`config.mk`:
```
export PLATFORM = sky130hd
export DESIGN_NAME = lrs_lane
export DESIGN_NICKNAME = d
export VERILOG_FILES = /design/src/sv/assert_macros.svh /design/src/sv/lrs_pkg.sv /design/src/sv/lrs_lane.sv
export SDC_FILE = /design/constraint.sdc
export NUM_CORES = 2
export LEC_CHECK = 0
export BUFFER_PORTS_ARGS = -buffer_cell sky130_fd_sc_hd__buf_2
export CAP_MARGIN = 20
export CORE_AREA = 2 2 207 209
export CTS_BUF_LIST = sky130_fd_sc_hd__clkbuf_4
export CTS_CLUSTER_SIZE = 30
export DETAILED_ROUTE_END_ITERATION = 8
export DIE_AREA = 0 0 209 211
export GPL_ROUTABILITY_DRIVEN = 1
export PLACE_DENSITY_LB_ADDON = 0.15
export SETUP_SLACK_MARGIN = 0.3
export SYNTH_ARGS = -nofsm -noshare
export SYNTH_HDL_FRONTEND = slang
export SYNTH_SLANG_ARGS = --single-unit
export TNS_END_PERCENT = 50
```
`constraint.sdc`:
```
create_clock -name i_clk -period 13.2 [get_ports i_clk]
set_clock_uncertainty 0.05 [all_clocks]
set_input_delay 1.98 -clock i_clk [delete_from_list [all_inputs] [get_ports i_clk]]
set_output_delay 1.98 -clock i_clk [all_outputs]
set_load 0.01 [all_outputs]
```
`src/sv/assert_macros.svh`:
```
// Assertion macros for the RTL of the logistic regression step unit.
`ifndef ASSERT_MACROS_SVH
`define ASSERT_MACROS_SVH

`ifndef SYNTH

// Checked property, switched off while reset is asserted.
`define LRS_ASSERT(name, clk, rst_n, prop, msg) \
    name: assert property (@(posedge clk) disable iff (!(rst_n)) prop) else $error(msg);

// Checked property that also holds during reset.
`define LRS_ASSERT_ALWAYS(name, clk, prop, msg) \
    name: assert property (@(posedge clk) prop) else $error(msg);

`else

`define LRS_ASSERT(name, clk, rst_n, prop, msg)
`define LRS_ASSERT_ALWAYS(name, clk, prop, msg)

`endif

`endif

```
`src/sv/lrs_pkg.sv`:
```
// Shared types, widths, constants and functions of the logistic regression step unit.
package lrs_pkg;

    localparam int FEATURES        = 9;
    localparam int SIGMOID_ENTRIES = 256;

    localparam int X_W      = 16;   // feature, signed Q8.8
    localparam int W_W      = 32;   // weight and bias, signed Q16.16
    localparam int P_W      = 16;   // probability, unsigned Q0.16
    localparam int LR_W     = 16;   // learning rate, unsigned Q0.16
    localparam int LRE_W    = 34;   // lr * (p - label), signed Q0.32
    localparam int PROD_W   = 50;   // lane product, wide enough for both uses
    localparam int ACC_W    = 52;   // dot product accumulator, Q24.24
    localparam int SAT_IN_W = 44;   // input width of the Q16.16 saturation
    localparam int ZC_W     = 20;   // clamped logit, covers [-8, 8)

    localparam logic [LR_W-1:0] LR_RESET = 16'd655;

    typedef struct packed {
        logic load_x;   // capture the sample's feature
        logic mul_en;   // register the lane product
        logic mul_upd;  // product of the update term instead of the weight
        logic apply;    // write the updated weight
    } t_lane_ctrl;

    typedef struct packed {
        logic busy;     // accumulation in progress
        logic last;     // logit is written at this edge
    } t_merge_stat;

    // Saturate a signed value to the signed 32-bit range.
    function automatic logic signed [W_W-1:0] sat_q16(input logic signed [SAT_IN_W-1:0] v);
        logic all_one;
        logic all_zero;
        all_one  = &v[SAT_IN_W-1:W_W-1];
        all_zero = ~|v[SAT_IN_W-1:W_W-1];
        if (all_one || all_zero) begin
            return v[W_W-1:0];
        end else if (v[SAT_IN_W-1]) begin
            return {1'b1, {(W_W-1){1'b0}}};
        end else begin
            return {1'b0, {(W_W-1){1'b1}}};
        end
    endfunction

    // Sigmoid table entry for a bin whose midpoint is m (Q16.16).
    // Only evaluated at elaboration to build the constant table.
    function automatic logic [P_W-1:0] sigmoid_at(input longint m);
        logic [63:0] a;
        logic [63:0] t;
        logic [63:0] t2;
        logic [63:0] t3;
        logic [63:0] t4;
        logic [63:0] e;
        logic [63:0] d;
        logic [63:0] num;
        logic [63:0] q;
        logic [63:0] rem;
        int i;
        a  = (m < 0) ? 64'(-m) : 64'(m);
        t  = a << 7;
        t2 = (t * t) >> 31;
        t3 = (t2 * t) >> 31;
        t4 = (t3 * t) >> 31;
        // Taylor series of exp(-a/256), then squared eight times.
        e  = ((64'd1 << 31) + t2 / 64'd2 + t4 / 64'd24) - (t + t3 / 64'd6);
        for (i = 0; i < 8; i++) begin
            e = (e * e + (64'd1 << 30)) >> 31;
        end
        d = (64'd1 << 31) + e;
        if (m >= 0) begin
            num = (64'd1 << 47) + (d >> 1);
        end else begin
            num = (e << 16) + (d >> 1);
        end
        // Restoring long division, one quotient bit per step.
        q   = 64'd0;
        rem = 64'd0;
        for (i = 63; i >= 0; i--) begin
            rem = {rem[62:0], num[i]};
            q   = q << 1;
            if (rem >= d) begin
                rem  = rem - d;
                q[0] = 1'b1;
            end
        end
        return (q > 64'd65535) ? {P_W{1'b1}} : q[P_W-1:0];
    endfunction

endpackage

```
`src/sv/lrs_lane.sv`:
```
// One feature lane: holds a weight, multiplies for the dot product and applies the SGD step.
module lrs_lane (
    input  logic                                  i_clk,
    input  logic                                  i_rst_n,
    input  lrs_pkg::t_lane_ctrl                   i_ctrl,
    input  logic signed [lrs_pkg::X_W-1:0]        i_x,
    input  logic signed [lrs_pkg::LRE_W-1:0]      i_lre,
    output logic signed [lrs_pkg::PROD_W-1:0]     o_prod
);

    localparam int PROD_W = lrs_pkg::PROD_W;

    logic signed [lrs_pkg::W_W-1:0]      r_w;
    logic signed [lrs_pkg::X_W-1:0]      r_x;
    logic signed [PROD_W-1:0]            r_prod;
    logic signed [lrs_pkg::LRE_W-1:0]    w_a;
    logic signed [PROD_W-1:0]            w_mul;
    logic signed [PROD_W:0]              w_rnd;
    logic signed [PROD_W-24:0]           w_step;
    logic signed [lrs_pkg::SAT_IN_W-1:0] w_diff;

    // The multiplier is shared: weight times feature for the logit,
    // lr*(p-label) times feature for the update.
    assign w_a   = i_ctrl.mul_upd ? i_lre : lrs_pkg::LRE_W'(r_w);
    assign w_mul = w_a * r_x;

    // Round to nearest, ties up, from Q8.40 to Q16.16.
    assign w_rnd  = {r_prod[PROD_W-1], r_prod} + {{(PROD_W-23){1'b0}}, 1'b1, 23'd0};
    assign w_step = w_rnd[PROD_W:24];
    assign w_diff = lrs_pkg::SAT_IN_W'(r_w) - lrs_pkg::SAT_IN_W'(w_step);

    always_ff @(posedge i_clk) begin
        if (!i_rst_n) begin
            r_w <= '0;
        end else if (i_ctrl.apply) begin
            r_w <= lrs_pkg::sat_q16(w_diff);
        end
    end

    always_ff @(posedge i_clk) begin
        if (i_ctrl.load_x) begin
            r_x <= i_x;
        end
        if (i_ctrl.mul_en) begin
            r_prod <= w_mul;
        end
    end

    assign o_prod = r_prod;

endmodule

```
Yosys cells after proc, flatten, opt, wreduce, memory -nomap -nowiden:

Cells that the tools add are included.

* register bits after elaboration: 98
* output and inout port bits: 50
* word-level logic and storage cells: 13

* $add $sub $neg: 2
* multiply operators: 1
* mux-type cells: 3
* reductions and logical operators: 4

Operators with widths (number)
* $mux 32: 2
* $add 50x25->51 const B: 1
* $mul 34x16->50: 1
* $mux 34: 1
* $sub 32x27->33: 1
* $reduce_and 13->1: 1
* $reduce_or 13->1: 1
* $logic_not 1->1: 1
* $logic_or 1x1->1: 1

Longest topological paths before layout:

* word-level depth: 6
* depth in mapped cells: 28
* mapped depth without buffers: 25

Worst setup path after synthesis:

No wires, ideal clock.

* path kind: input port to flip-flop
* start point: input port i_ctrl[1] (netlist name)
* end point: register r_prod[47] (netlist: o_prod[47]) (data pin)
* library setup time: 0.262 ns
* arrival time: 8.347 ns
* data required time: 12.888 ns
* setup slack: 4.541 ns
* cell stages on the path: 22
* path buffers: 3
* cell sequence: clkbuf_1 clkbuf_1 mux2_2 clkbuf_1 and2_1 fa_1 inv_1 fa_1 fa_1 fa_1 inv_1 fa_1 fa_1 ha_1 a21oi_1 nand2_1 o41ai_1 o31ai_2 a311oi_1 nor4_1 o31ai_1 xnor2_1

* longest elaborated chain between the ends: 2

Ends and longest elaborated chain
* start, declared: RTL line lrs_lane.sv:5 `input lrs_pkg::t_lane_ctrl i_ctrl,`
* $mux 34: RTL line lrs_lane.sv:24 `assign w_a = i_ctrl.mul_upd ? i_lre : lrs_pkg::LRE_W'(r_w);`
* $mul 34x16->50: RTL line lrs_lane.sv:25 `assign w_mul = w_a * r_x;`
* net w_mul[47]: RTL line lrs_lane.sv:17 `logic signed [PROD_W-1:0] w_mul;`
* end signal, assigned: RTL line lrs_lane.sv:45 `r_prod <= w_mul;`
* end, declared: RTL line lrs_lane.sv:15 `logic signed [PROD_W-1:0] r_prod;`

The timed path passes the listed nets, and every way through them passes these cells.
A chain may end at the register's enable or synchronous reset.

Worst setup path in the final report:

* start point: input port i_ctrl[1] (netlist name)
* end point: register r_prod[49] (netlist: o_prod[49]) (data pin)

Same word-level chain as after synthesis.

==> flow_summary.json <==
{
  "synth_xor_area_share_pct": 3.469,
  "layout-drive-gt1-share_pct": 6.890,
  "grt_max_degree": 51,
  "vias": 19000,
  "num_rows": 75,
  "synth-adder-area-share_pct": 49.30,
  "worstMarginPinSlew_ns": 1.057,
  "synth_nets": 3470,
  "yosys.area_share.simple_pct": 15.69,
  "h-tree-depth": 3,
  "coreArea_um2": 41760,
  "synthesis.area_um2": 24750,
  "synth.avg_cell_area_um2": 9.005,
  "yosys-mux-area-fraction_pct": 1.446,
  "cp-end-kind": "flop",
  "area_delta_synth_final_pct": 4.242,
  "antenna_found_initial": 6,
  "synth-compound-area-share_pct": 8.348,
  "layout_min_cycle_time_ns": 9.242,
  "synth_top_family_by_area": "adder cells",
  "slew_headroom_pct": 29.50,
  "place_inst": 3296,
  "start_util_pct": 59.26,
  "insertion_delay_ns": 0.58,
  "numPortBuffers": 105,
  "ys_types": 73,
  "dieWidth_um": 209,
  "numCtsBuffers": 9,
  "use_met2_pct": 56.68,
  "stdcell_count": 3314,
  "finalHoldViolCount": 0,
  "busiest_layer": "met2",
  "cts_num_sinks": 98,
  "synth_cells": 2748,
  "cp.required_ns": 13.53,
  "avgRoutedWirePerCell_um": 20.10,
  "grt.total_usage_pct": 31.85,
  "startpoint_type": "input port",
  "clkTransAtPathRegs_ns": 0.20,
  "timing.fmax_mhz": 108.2,
  "synthTopCellsByCount": "611 x inv_1, 515 x fa_1, 379 x nand2_1",
  "root_buffer": "clkbuf_4",
  "drt_pass1_iterations": 5,
  "async_flop_share_pct": 0,
  "fillCellCount": 3672,
  "drtAntennaViolNets": 0,
  "yosysMostFrequentCell": "inv_1",
  "synth_edf_count": 66,
  "hpwl_mm": 53.65,
  "grt_pass1_wl_mm": 108.2,
  "yosysSeqAreaShare_pct": 10.60,
  "rsz0062_at_grt": "no",
  "ctsResizeCount": 0,
  "critical_path_class": "input port to flop",
  "yosys.area.top_type": "fa_1",
  "drt_iter0_drc": 1323,
  "tns_ns": 0,
  "drcViolationCount": 0,
  "cts_setup_buffers": 0,
  "synth-seq-cells": 98,
  "min_path_type": "flop to flop",
  "nets": 3490,
  "cp_max_fo": 35,
  "max_cap_violations": 0,
  "status": "finished, final reports clean",
  "maxSlewViolCount": 0,
  "drt-vias-per-instance": 5.732,
  "holdBufCountCts": 0,
  "grt_overflow_total": 0,
  "die-area_um2": 44100,
  "die_h_um": 211,
  "ios": 106,
  "gp_congestion": 0.9731,
  "grt_pass1_vias": 20500,
  "wl_mm": 66.63,
  "clock_path_buffers": 2,
  "fin_crit_sh_pct": 70.02,
  "grt.met3_usage_pct": 4.163,
  "synth_top_area_share_pct": 41.66,
  "cts_tree": "built",
  "grt_use_met1_pct": 39.93,
  "cp_data_arrival_time_ns": 9.57,
  "ys.flop_type": "edfxtp_1",
  "synthTopCellsByArea": "fa_1 42%, inv_1 9.3%, edfxtp_1 8.0%, ha_1 7.6%, nand2_1 5.7%",
  "setup_viol": 0,
  "ys_warn_count": 0
}
-- through the flow --
stage / worst slack [ns] / hold slack, ns / util [%] / instance area [µm²]
global placement: 3.656 / 0.4886 / 61.39 / 25640
detailed placement: 3.508 / 0.5001 / 61.39 / 25640
floorplan: 4.541 / 0.4613 / - / 24750
finish: 3.958 / 0.5235 / 61.77 / 25800
global route: 3.707 / 0.5639 / 61.76 / 25790
CTS: 4.109 / 0.5227 / 61.76 / 25790
-- registers in the layout (all words and copies together) (netlist names) --
name	cells
r_w	32
o_prod	50
r_x	16
-- metal layers --
| layer | vias to the layer above | wire length [µm] | part of all wire, % |
|---|---|---|---|
| li1 | 8430 | - | - |
| met1 | 9752 | 26290 | 39 |
| met2 | 670 | 34090 | 51 |
| met3 | 143 | 3855 | 5.8 |
| met4 | 2 | 2388 | 3.6 |
| met5 | - | 9 | 0.014 |
-- cell type report --
cell class | count | area [µm²] | share of cell area, %
clock buffer | 10 | 75.07 | 0.2910
sequential | 98 | 2623 | 10.17
multi-input combinational | 1924 | 19380 | 75.12
tap | 539 | 674.4 | 2.614
antenna | 3 | 7.507 | 0.02910
timing repair buffer | 124 | 668.1 | 2.590
clock inverter | 5 | 77.57 | 0.3007
inverter | 611 | 2293 | 8.891
-- cell usage in the layout (no fill, tap or decap), types with 34 or more instances in the layout --
cell / netlist / layout
edfxtp_1: 66 / 66
ha_1: 151 / 151
xor2_1: 34 / 34
nand2_1: 379 / 379
fa_1: 515 / 515
a21oi_1: 107 / 107
inv_1: 611 / 611
nor2_1: 70 / 70
xnor2_1: 64 / 64
buf_2: 5 / 105
o21ai_0: 76 / 76
and2_1: 207 / 207
-- kinds of logic (layout without fill, tap and decap cells) --
| family | after synthesis | after routing |
|---|---|---|
| AO/OA/AOI/OAI | 323 | 323 |
| XOR/XNOR | 98 | 98 |
| adder cells (fa/ha/maj) | 666 | 666 |
| buffers and inverters | 726 | 750 |
| flip-flops | 98 | 98 |
| multiplexers | 32 | 32 |
| other | 0 | 3 |
| AND/OR/NAND/NOR | 805 | 805 |
-- worst max-delay path, cell delays in order --
cell and delay [ns]:
buf_2 0.77, mux2_2 0.58, and2_1 0.24, fa_1 0.53
inv_1 0.05, fa_1 0.45, fa_1 0.50, fa_1 0.55
inv_1 0.05, fa_1 0.52, fa_1 0.43, ha_1 0.35
a21oi_1 0.20, nand2_1 0.12, o41ai_1 0.55, o31ai_2 0.23
a311oi_1 0.67, nor4_1 0.26, o2111a_1 0.30, a211oi_1 0.21
-- path summary, 6_finish.rpt --
check / endpoint / start / slack [ns] / cells after the start
setup / recovery: o_prod[49]$_DFFE_PP_ / i_ctrl[1] / 3.96 / 20
hold / removal: r_w[11]$_SDFFE_PN0P_ / r_w[11]$_SDFFE_PN0P_ / 0.52 / 2
setup reg to reg: o_prod[49]$_DFFE_PP_ / r_x[15]$_DFFE_PP_ / 5.94 / 20
hold reg to reg: r_w[11]$_SDFFE_PN0P_ / r_w[11]$_SDFFE_PN0P_ / 0.52 / 2
Power is left out: the tool's default activity adds up to more than one toggle a clock period on the data nets, which glitch-free logic cannot reach.
