### config.mk
export PLATFORM = sky130hd
export DESIGN_NAME = lrs_merge
export DESIGN_NICKNAME = d
export VERILOG_FILES = /design/src/sv/assert_macros.svh /design/src/sv/lrs_pkg.sv /design/src/sv/lrs_merge.sv
export SDC_FILE = /design/constraint.sdc
export NUM_CORES = 1
export LEC_CHECK = 0
export BUFFER_PORTS_ARGS = -buffer_cell sky130_fd_sc_hd__buf_2
export CAP_MARGIN = 40
export CORE_MARGIN = 2
export CORE_UTILIZATION = 55
export DETAILED_ROUTE_END_ITERATION = 8
export PLACE_DENSITY = 0.84
export SYNTH_ARGS = -nofsm -noshare
export SYNTH_HDL_FRONTEND = slang
export SYNTH_SLANG_ARGS = --single-unit
### constraint.sdc
create_clock -name i_clk -period 14.3 [get_ports i_clk]
set_clock_uncertainty 0.05 [all_clocks]
set_input_delay 2.86 -clock i_clk [delete_from_list [all_inputs] [get_ports i_clk]]
set_output_delay 2.86 -clock i_clk [all_outputs]
set_load 0.02 [all_outputs]
### src/sv/assert_macros.svh
// Assertion macros for the RTL of the logistic regression step unit.
`ifndef ASSERT_MACROS_SVH
`define ASSERT_MACROS_SVH

`ifndef SYNTH

// Checked property, switched off while reset is asserted.
`define LRS_ASSERT(name, clk, rst_n, prop, msg) \
    name: assert property (@(posedge clk) disable iff (!(rst_n)) prop) else $error(msg);

// Checked property that also holds during reset.
`define LRS_ASSERT_ALWAYS(name, clk, prop, msg) \
    name: assert property (@(posedge clk) prop) else $error(msg);

`else

`define LRS_ASSERT(name, clk, rst_n, prop, msg)
`define LRS_ASSERT_ALWAYS(name, clk, prop, msg)

`endif

`endif

### src/sv/lrs_pkg.sv
// Shared types, widths, constants and functions of the logistic regression step unit.
package lrs_pkg;

    localparam int FEATURES        = 9;
    localparam int SIGMOID_ENTRIES = 256;

    localparam int X_W      = 16;   // feature, signed Q8.8
    localparam int W_W      = 32;   // weight and bias, signed Q16.16
    localparam int P_W      = 16;   // probability, unsigned Q0.16
    localparam int LR_W     = 16;   // learning rate, unsigned Q0.16
    localparam int LRE_W    = 34;   // lr * (p - label), signed Q0.32
    localparam int PROD_W   = 50;   // lane product, wide enough for both uses
    localparam int ACC_W    = 52;   // dot product accumulator, Q24.24
    localparam int SAT_IN_W = 44;   // input width of the Q16.16 saturation
    localparam int ZC_W     = 20;   // clamped logit, covers [-8, 8)

    localparam logic [LR_W-1:0] LR_RESET = 16'd655;

    typedef struct packed {
        logic load_x;   // capture the sample's feature
        logic mul_en;   // register the lane product
        logic mul_upd;  // product of the update term instead of the weight
        logic apply;    // write the updated weight
    } t_lane_ctrl;

    typedef struct packed {
        logic busy;     // accumulation in progress
        logic last;     // logit is written at this edge
    } t_merge_stat;

    // Saturate a signed value to the signed 32-bit range.
    function automatic logic signed [W_W-1:0] sat_q16(input logic signed [SAT_IN_W-1:0] v);
        logic all_one;
        logic all_zero;
        all_one  = &v[SAT_IN_W-1:W_W-1];
        all_zero = ~|v[SAT_IN_W-1:W_W-1];
        if (all_one || all_zero) begin
            return v[W_W-1:0];
        end else if (v[SAT_IN_W-1]) begin
            return {1'b1, {(W_W-1){1'b0}}};
        end else begin
            return {1'b0, {(W_W-1){1'b1}}};
        end
    endfunction

    // Sigmoid table entry for a bin whose midpoint is m (Q16.16).
    // Only evaluated at elaboration to build the constant table.
    function automatic logic [P_W-1:0] sigmoid_at(input longint m);
        logic [63:0] a;
        logic [63:0] t;
        logic [63:0] t2;
        logic [63:0] t3;
        logic [63:0] t4;
        logic [63:0] e;
        logic [63:0] d;
        logic [63:0] num;
        logic [63:0] q;
        logic [63:0] rem;
        int i;
        a  = (m < 0) ? 64'(-m) : 64'(m);
        t  = a << 7;
        t2 = (t * t) >> 31;
        t3 = (t2 * t) >> 31;
        t4 = (t3 * t) >> 31;
        // Taylor series of exp(-a/256), then squared eight times.
        e  = ((64'd1 << 31) + t2 / 64'd2 + t4 / 64'd24) - (t + t3 / 64'd6);
        for (i = 0; i < 8; i++) begin
            e = (e * e + (64'd1 << 30)) >> 31;
        end
        d = (64'd1 << 31) + e;
        if (m >= 0) begin
            num = (64'd1 << 47) + (d >> 1);
        end else begin
            num = (e << 16) + (d >> 1);
        end
        // Restoring long division, one quotient bit per step.
        q   = 64'd0;
        rem = 64'd0;
        for (i = 63; i >= 0; i--) begin
            rem = {rem[62:0], num[i]};
            q   = q << 1;
            if (rem >= d) begin
                rem  = rem - d;
                q[0] = 1'b1;
            end
        end
        return (q > 64'd65535) ? {P_W{1'b1}} : q[P_W-1:0];
    endfunction

endpackage

### src/sv/lrs_merge.sv
// Merging stage: sums the lane products and the bias two terms a cycle, then saturates the logit.
module lrs_merge #(
    parameter int NTERMS = lrs_pkg::FEATURES + 1
) (
    input  logic                                i_clk,
    input  logic                                i_rst_n,
    input  logic                                i_load,
    input  logic signed [lrs_pkg::ACC_W-1:0]    i_terms [NTERMS],
    output lrs_pkg::t_merge_stat                o_stat,
    output logic signed [lrs_pkg::W_W-1:0]      o_z
);

    localparam int ACC_W = lrs_pkg::ACC_W;
    localparam int NPAIR = (NTERMS + 1) / 2;
    localparam int NPAD  = 2 * NPAIR;
    localparam int CNT_W = $clog2(NPAIR + 1);

    logic signed [ACC_W-1:0] r_q [NPAD];
    logic signed [ACC_W-1:0] r_acc;
    logic signed [lrs_pkg::W_W-1:0] r_z;
    logic [CNT_W-1:0]        r_cnt;
    logic                    r_busy;
    logic                    w_step;
    logic                    w_last;

    assign w_step = r_busy && (r_cnt != '0);
    assign w_last = r_busy && (r_cnt == '0);

    // Shift line of terms; the two at the head are added every cycle while the sum runs.
    for (genvar g = 0; g < NPAD; g++) begin : g_q
        logic signed [ACC_W-1:0] w_load_val;
        logic signed [ACC_W-1:0] w_shift_val;
        if (g < NTERMS) begin : g_in
            assign w_load_val = i_terms[g];
        end else begin : g_pad
            assign w_load_val = '0;
        end
        if (g + 2 < NPAD) begin : g_mid
            assign w_shift_val = r_q[g+2];
        end else begin : g_end
            assign w_shift_val = '0;
        end
        always_ff @(posedge i_clk) begin
            if (i_load) begin
                r_q[g] <= w_load_val;
            end else if (w_step) begin
                r_q[g] <= w_shift_val;
            end
        end
    end

    always_ff @(posedge i_clk) begin
        if (!i_rst_n) begin
            r_busy <= 1'b0;
            r_cnt  <= '0;
        end else if (i_load) begin
            r_busy <= 1'b1;
            r_cnt  <= CNT_W'(NPAIR);
        end else if (w_step) begin
            r_cnt  <= r_cnt - 1'b1;
        end else if (w_last) begin
            r_busy <= 1'b0;
        end
    end

    always_ff @(posedge i_clk) begin
        if (i_load) begin
            r_acc <= '0;
        end else if (w_step) begin
            r_acc <= r_acc + r_q[0] + r_q[1];
        end
        if (w_last) begin
            // Floor from Q24.24 to Q16.16 is a plain bit select.
            r_z <= lrs_pkg::sat_q16(r_acc[ACC_W-1:8]);
        end
    end

    assign o_stat.busy = r_busy;
    assign o_stat.last = w_last;
    assign o_z         = r_z;

endmodule

[After elaboration in Yosys (flattened, before gate mapping)]
Memory sizes are Yosys's and may differ from the RTL's.
Index checks and enable logic that the tools add are counted.
Widths: inputs -> output; s select.
Cells by class
  add/sub/neg operators: 3
  bitwise logic cells: 11
  equal/unequal tests: 1
  reductions and logical operators: 12
  multiplexer cells: 22
Operator list (count)
  $mux 52: 10
  $add 52x52->52: 2
  $mux 32: 2
  $reduce_and 13->1: 1
  $reduce_or 13->1: 1
  $or 1x1->1: 10
  $mux 1: 8
  $mux 3: 2
  $reduce_bool 2->1: 2
  $logic_not 3->1: 1
  $reduce_bool 3->1: 1
  $sub 3x1->3 const B: 1
  $logic_and 1x1->1: 2
  $ne 2x2->1 const B: 1
  $reduce_and 2->1: 1
  $reduce_or 2->1: 1
  $logic_not 1->1: 1
  $logic_or 1x1->1: 1
  $not 1->1: 1
Storage, ports and cells
  register bits after elaboration: 88
  memory bits (writable): 520
  input port bits: 523
  memories kept: 1
  word-level logic and storage cells: 55
Memory list
  r_q: depth 10, width 52, rd ports 10, clocked after Yosys merged registers in 0, wr ports 10, line lrs_merge.sv:18  | logic signed [ACC_W-1:0] r_q [NPAD];

[Logic depth before layout (Yosys ltp)]
Gate-level depths: netlist of run 1.
  depth in word-level cells: 6
  gate-level depth with buffers: 15
  gate-level depth less buffers: 15

[Worst setup path before layout of run 1]
No wires, ideal clock.
  kind: input-to-reg
  start point: input port i_load
  end point: memory r_q[0][0], enable pin
  path buffers: 1
  arrival time: 12296 ps
  stages on the path: 3
  required time: 13437 ps
  path slack: 1142 ps
  library setup time: 813 ps
  cells stage by stage: clkbuf_1 nor2_1 inv_1
RTL lines
  start, declared: line lrs_merge.sv:7  | input logic i_load,
  end, declared: line lrs_merge.sv:18

==> reports/metrics.cfg, run 1 <==
[critical_path]
r2r_setup_slack_ps=10130
cp-startpoint=i_load
crit_path_start_kind=input port
crit_type=input port to flip-flop
reg2regPathDepth=15
rr_endpoint=r_acc[39]
critPathMaxFanout=87
worst_ep_required_time_ps=14760
cp-end-kind=flip-flop
r2r_start=r_q[0][0]
critPathArrivalTime_ps=5910

[timing]
finalSetupViolations=0
relSlewSlack_pct=40.5
period_share_pct=38.2
worst_pin_slew_ps=893
tns_ps=0
fin_crit_ps=5460
grt_setup_unrepaired=false
hold_violations=0
drv_slew=0
fmax_mhz=183

[cts]
path_clk_slew_ps=60
post_cts_buffers=0
post_cts_resize_count=0
cts_buffers=60
cts_root_buf=clkbuf_16
cts_tree=done
cts-htree-levels=2
clockBufferDepth=3
ctsHoldBuffers=0
clock-sinks=608
clkLatencyLatePin_ps=640

[run]
drv_cap=0

[yosys]
synth_compound_area_share_pct=6.87
syn_area_um2=28500
syn_inst=2909
yosysUniqueCellTypes=60
synth_xor_area_share_pct=1.35
synth_top_area_share_pct=52.8
synth_top_family_by_area=simple AND/OR/NAND/NOR gates
synthAdderAreaFrac_pct=5.95
yosysMostFrequentCell=nand2_1
synthMuxAreaShare_pct=0
synthesis.nets=3536
syn_area_per_cell_um2=9.78
ys_ff_latch=608
yosys-top-cells-area=edfxtp_1 (53%), nand2_1 (19%), dfxtp_1 (7.6%)
synth_simple_gate_area_share_pct=23.0
ys_seq_area_share_pct=60.4
synth-async-reset-ratio_pct=0
synth_ff_type=edfxtp_1
synthTopCellsByCount=nand2_1 (1,464), edfxtp_1 (500), clkbuf_1 (142)
synth_top_area_cell=edfxtp_1
yosysWarnings=0
synth_edf_count=500

[place]
dp_hpwl_um=58400
dpl_cell_area_um2=31900
gp_congestion=0.922
numPortBuffers=556
placed_cells=4014

[worst_hold_path]
holdPathEnd=r_q[4][46]
hold_path.class=flip-flop to flip-flop
hold_depth=2
holdCritStartpoint=r_q[4][46]

[floorplan]
rows=83
io_pins=557
die_y_um=231
die_area_um2=53600
die_x_um=231
core_um2=51200
start_util_pct=55.6

[global_route]
grt_overflow_total=0
grt_max_degree=164
grt.total_usage_pct=29.9
grt_pass1_vias=21400
antenna_found_initial=47
grt_pass1_wl_um=121000

[run_status]
run_status=finished, final reports clean

[cells_and_area]
n_fill_cell=3942
finalInstanceArea_um2=34100
nNetsFinal=4023
utilization_pct=66.5
syn_to_final_growth_pct=19.7
final_cells=4162
drive_above_1_share_pct=20.2

[power]
power_density_nw_per_um2=149
irDropWorstVdd_v=0.000107
finalPower_mw=5.09
leakagePower_nw=15.4

[route]
drt_iter0_drc=2351
drc=0
drt-total-wl_um=80900
num_vias=22400
routedWlPerCell_um=19.4
vias_per_cell=5.38
drt_pass1_iterations=6
ant_nets=0

## where the power goes
| part | switching, mW | internal [mW] |
|---|---|---|
| clock | 0.688 | 0.913 |
| combinational | 0.739 | 0.475 |
| sequential | 0.108 | 2.16 |
| total | 1.54 | 3.55 |
## worst max-delay path, cell delays in order
cell	delay [ps]
buf_4	420
inv_1	350
nand2_4	250
buf_16	280
buf_4	290
buf_16	300
buf_4	530
buf_12	320
nand2_1	100
nand2_1	80
## sequential cells by signal, summed over array words and instances (netlist names)
register and cells:
r_busy 1, r_q 520, o_z 32, r_cnt 3, r_acc 52
## metal layers
metal,vias up,global-route usage (%),wire length (um)
met5,-,0,172
met4,26,10.3,2380
met3,173,5.71,7010
met2,1008,47.5,38400
met1,10500,41.4,32900
li1,10700,-,-
## worst max-delay path by stage
stage	endpoint	slack [ps]
2_1_floorplan	r_q[0][0]	1140
3_3_place_gp	r_q[4][52]	7600
3_5_place_dp	r_q[2][19]	8230
4_1_cts	r_q[4][54]	8880
5_1_grt	r_q[2][19]	8580
6_report	r_q[2][6]	8840
## through the flow
step	hold WS (ps)	setup WS [ps]
finish	409	8840
global placement	393	7600
CTS	410	8880
global route	423	8580
detailed placement	401	8230
floorplan	386	1140
## cell usage in the layout, fill, tap and decap left out, types with 35 or more instances in the layout
cell and n:
dfxtp_1 108, edfxtp_1 500, and2_1 55, a21oi_1 95
ha_1 52, o21ai_0 98, clkbuf_16 61, diode_2 35
nand2_1 1463, a21o_1 52, fa_1 52, buf_2 555
## area by class of cell
type | count | area, um2 | area share, %
inverters | 23 | 93.8 | 0.276
multi-input cells | 2120 | 10600 | 31.2
clock buffers | 94 | 1820 | 5.35
well taps | 680 | 851 | 2.50
clock inverters | 19 | 194 | 0.570
flip-flops and latches | 608 | 17200 | 50.4
repair buffers | 583 | 3210 | 9.41
diodes | 35 | 87.6 | 0.257
## logic make-up (layout without fill, tap and decap cells)
group / after synthesis / in the layout
buffers and inverters: 181 / 719
AOI/OAI and AO/OA: 320 / 320
and+or+nand+nor: 1652 / 1652
other: 0 / 35
xor gates and xnor gates: 44 / 44
DFF: 608 / 608
adders and majority gates: 104 / 104
Note: power is estimated with default switching activity, not from simulation.
==> run 2: changes to the inputs <==
==> constraint.sdc (replaced) <==
create_clock -name i_clk -period 5.6 [get_ports i_clk]
set_clock_uncertainty 0.05 [all_clocks]
set_input_delay 1.12 -clock i_clk [delete_from_list [all_inputs] [get_ports i_clk]]
set_output_delay 1.12 -clock i_clk [all_outputs]
set_load 0.02 [all_outputs]
==> run 2 against run 1 <==
  * Non-clock buffer count rose by 2
  * Cell count about the same
  * Die area unchanged
  * Largest cell class unchanged
  * Largest power group unchanged
==> reports/metrics.cfg, run 2 (synthesized netlist as in run 1, its figures left out) <==
[cells_and_area]
multiInputGateArea_um2=10600  ; about the same
drive_above_1_share_pct=20.0  ; was 20.2%
mostFrequentLayoutCell=nand2_1  ; unchanged
final_cells=4165  ; was 4,162
finalInstanceArea_um2=34000  ; was 34,100 um2
largest_reg_flops=520  ; unchanged
nNetsFinal=4025  ; was 4,023
regMostFlops=r_q  ; unchanged
syn_to_final_growth_pct=19.4  ; was 19.7%
final_cell_mix=nand2_1 (1,463), buf_2 (555), edfxtp_1 (500)  ; unchanged
n_fill_cell=3921  ; was 3,942
regArea_um2=17200  ; unchanged

[critical_path]
crit_path_max_incr_delay_ps=520  ; was 530 ps
critPathMaxFanout=5  ; was 87
crit_slowest_cell=fa_1  ; was buf_4
critPathArrivalTime_ps=4350  ; was 5910 ps
crit_type=flip-flop to flip-flop  ; was input port to flip-flop
worst_ep_required_time_ps=6090  ; was 14,760 ps
crit_buf_inv=1  ; was 7
cp_top_family=compound AO/OA/AOI/OAI gates  ; was buffers and inverters
cp-end-kind=flip-flop  ; unchanged
crit_path_start_kind=flip-flop  ; was input port
crit_chain=fa_1 -> ha_1 -> inv_1 -> fa_1 -> nand2b_1 -> a211oi_1 -> o211ai_1 -> a21oi_1 -> nor3b_1 -> o21bai_1 -> a21oi_1 -> xor2_1 -> o21ai_0  ; was buf_4 -> inv_1 -> nand2_4 -> buf_16 -> buf_4 -> buf_16 -> buf_4 -> buf_12 -> nand2_1 -> nand2_1

[route]
vias_per_cell=5.44  ; was 5.38
num_vias=22700  ; was 22,400
routedWlPerCell_um=19.7  ; was 19.4 um
drc=0  ; unchanged
ant_nets=0  ; unchanged
drt_iter0_drc=2613  ; was 2,351
drt-total-wl_um=82000  ; was 80,900 um
drt_pass1_iterations=6  ; unchanged

[global_route]
grt_pass1_wl_um=122000  ; was 121,000 um
antenna_found_initial=52  ; was 47
grt_overflow_total=0  ; unchanged
grt_pass1_vias=21500  ; was 21,400
grt_max_degree=258  ; was 164
grt.total_usage_pct=30.0  ; was 29.9%

[power]
power_density_nw_per_um2=383  ; was 149 nW/um2
irDropWorstVdd_v=0.000275  ; was 0.000107 V
power.internal_mw=9.08  ; was 3.55 mW
seq_power_share_pct=44.4  ; was 44.7%
leakagePower_nw=15.4  ; about the same
p_sw_share_pct=30.2  ; about the same
combPwrFrac_pct=24.4  ; was 23.9%
p_sw_mw=3.93  ; was 1.54 mW
clkPwrFrac_pct=31.2  ; was 31.5%

[cts]
cts-htree-levels=2  ; unchanged
ctsHoldBuffers=0  ; unchanged
clockBufferDepth=3  ; unchanged
clkLatencyLatePin_ps=620  ; was 640 ps
post_cts_buffers=0  ; unchanged
post_cts_resize_count=0  ; unchanged
path_clk_slew_ps=60  ; about the same
cts_tree=done  ; unchanged
clock-sinks=608  ; unchanged
cts_buffers=60  ; unchanged
cts_root_buf=clkbuf_16  ; unchanged

[timing]
relSlewSlack_pct=12.6  ; was 40.5%
worst_pin_slew_ps=1310  ; was 893 ps
grt_setup_unrepaired=false  ; unchanged
hold_violations=0  ; unchanged
hold-worst-slack_ps=410  ; was 409 ps
finalSetupViolations=0  ; unchanged
tns_ps=0  ; unchanged
period_share_pct=69.0
drv_slew=0  ; unchanged
fmax_mhz=259
fin_crit_ps=3870

[floorplan]
die_area_um2=53600  ; unchanged
die_x_um=231  ; unchanged
core_um2=51200  ; unchanged
rows=83  ; unchanged
die_y_um=231  ; unchanged
io_pins=557  ; unchanged
start_util_pct=55.6  ; unchanged

[place]
numPortBuffers=556  ; unchanged
dpl_cell_area_um2=31900  ; about the same
gp_congestion=0.945  ; was 0.922
dp_hpwl_um=58900  ; was 58,400 um
placed_cells=4016  ; was 4,014

[run_status]
run_status=finished, final reports clean  ; unchanged

[worst_hold_path]
hold_path.class=flip-flop to flip-flop  ; unchanged

[run]
drv_cap=0  ; unchanged

-- run 2: cell types whose count changed in the layout (fill, tap and decap cells not counted), sizes merged --
| cell | delta |
|---|---|
| bufinv | +1 |
| buf | +2 |
| inv | -2 |
| diode | +1 |
| clkinvlp | +1 |
| clkbuf | +2 |
| clkinv | -2 |
-- run 2: through the flow --
stage | setup slack (ps) | total power [mW] | utilization, %
finish | 1730 | 13.0 | 66.3
global route | 1480 | 13.6 | 66.3
CTS | 1710 | 13.0 | 66.2
detailed placement | 1770 | 8.98 | 62.3
global placement | 1830 | 8.94 | 62.3
floorplan | -3360 | 8.04 | -
-- run 2: worst reg2reg max path, stage by stage, from the launching register on --
cell      delay [ps]
edfxtp_1         390
fa_1             520
ha_1             200
inv_1             80
fa_1             450
nand2b_1         220
a211oi_1         480
o211ai_1         210
a21oi_1          320
nor3b_1          150
o21bai_1         290
a21oi_1          130
xor2_1           150
o21ai_0          150
-- run 2: final timing paths --
| check | cells after the start | endpoint | slack, ps | start |
|---|---|---|---|---|
| worst min-delay path | 2 | r_q[4][45] | 410 | r_q[4][45] |
| worst max register to register | 13 | r_acc[37] | 1730 | r_q[0][1] |
| worst max-delay path | 13 | r_acc[37] | 1730 | r_q[0][1] |
| worst min register to register | 2 | r_q[4][45] | 410 | r_q[4][45] |
-- run 2: final cells by class --
type / count / area share (%)
Inverter: 23 / 0.265
Antenna cell: 36 / 0.265
Timing Repair Buffer: 585 / 9.25
Tap cell: 680 / 2.51
Multi-Input combinational cell: 2120 / 31.3
Clock inverter: 17 / 0.549
Sequential cell: 608 / 50.6
Clock buffer: 96 / 5.31
-- run 2: power groups by stage --
stage          clock (mW)  combinational, mW  sequential (mW)
6_report             4.06               3.18             5.78
5_1_grt              4.25               3.52             5.83
4_1_cts              4.10               3.14             5.78
3_5_place_dp            0               3.11             5.87
3_3_place_gp            0               3.08             5.85
2_1_floorplan           0               2.16             5.89
-- run 2: routing by layer --
| layer | part of all wire, % | vias up | wire [um] | track usage [%] |
|---|---|---|---|---|
| met4 | 3.5 | 28 | 2830 | 12.5 |
| met2 | 48 | 1102 | 39200 | 47.1 |
| met1 | 40 | 10600 | 32600 | 41.6 |
| met3 | 8.8 | 196 | 7190 | 5.13 |
| met5 | 0.21 | - | 174 | 0 |
| li1 | - | 10700 | - | - |
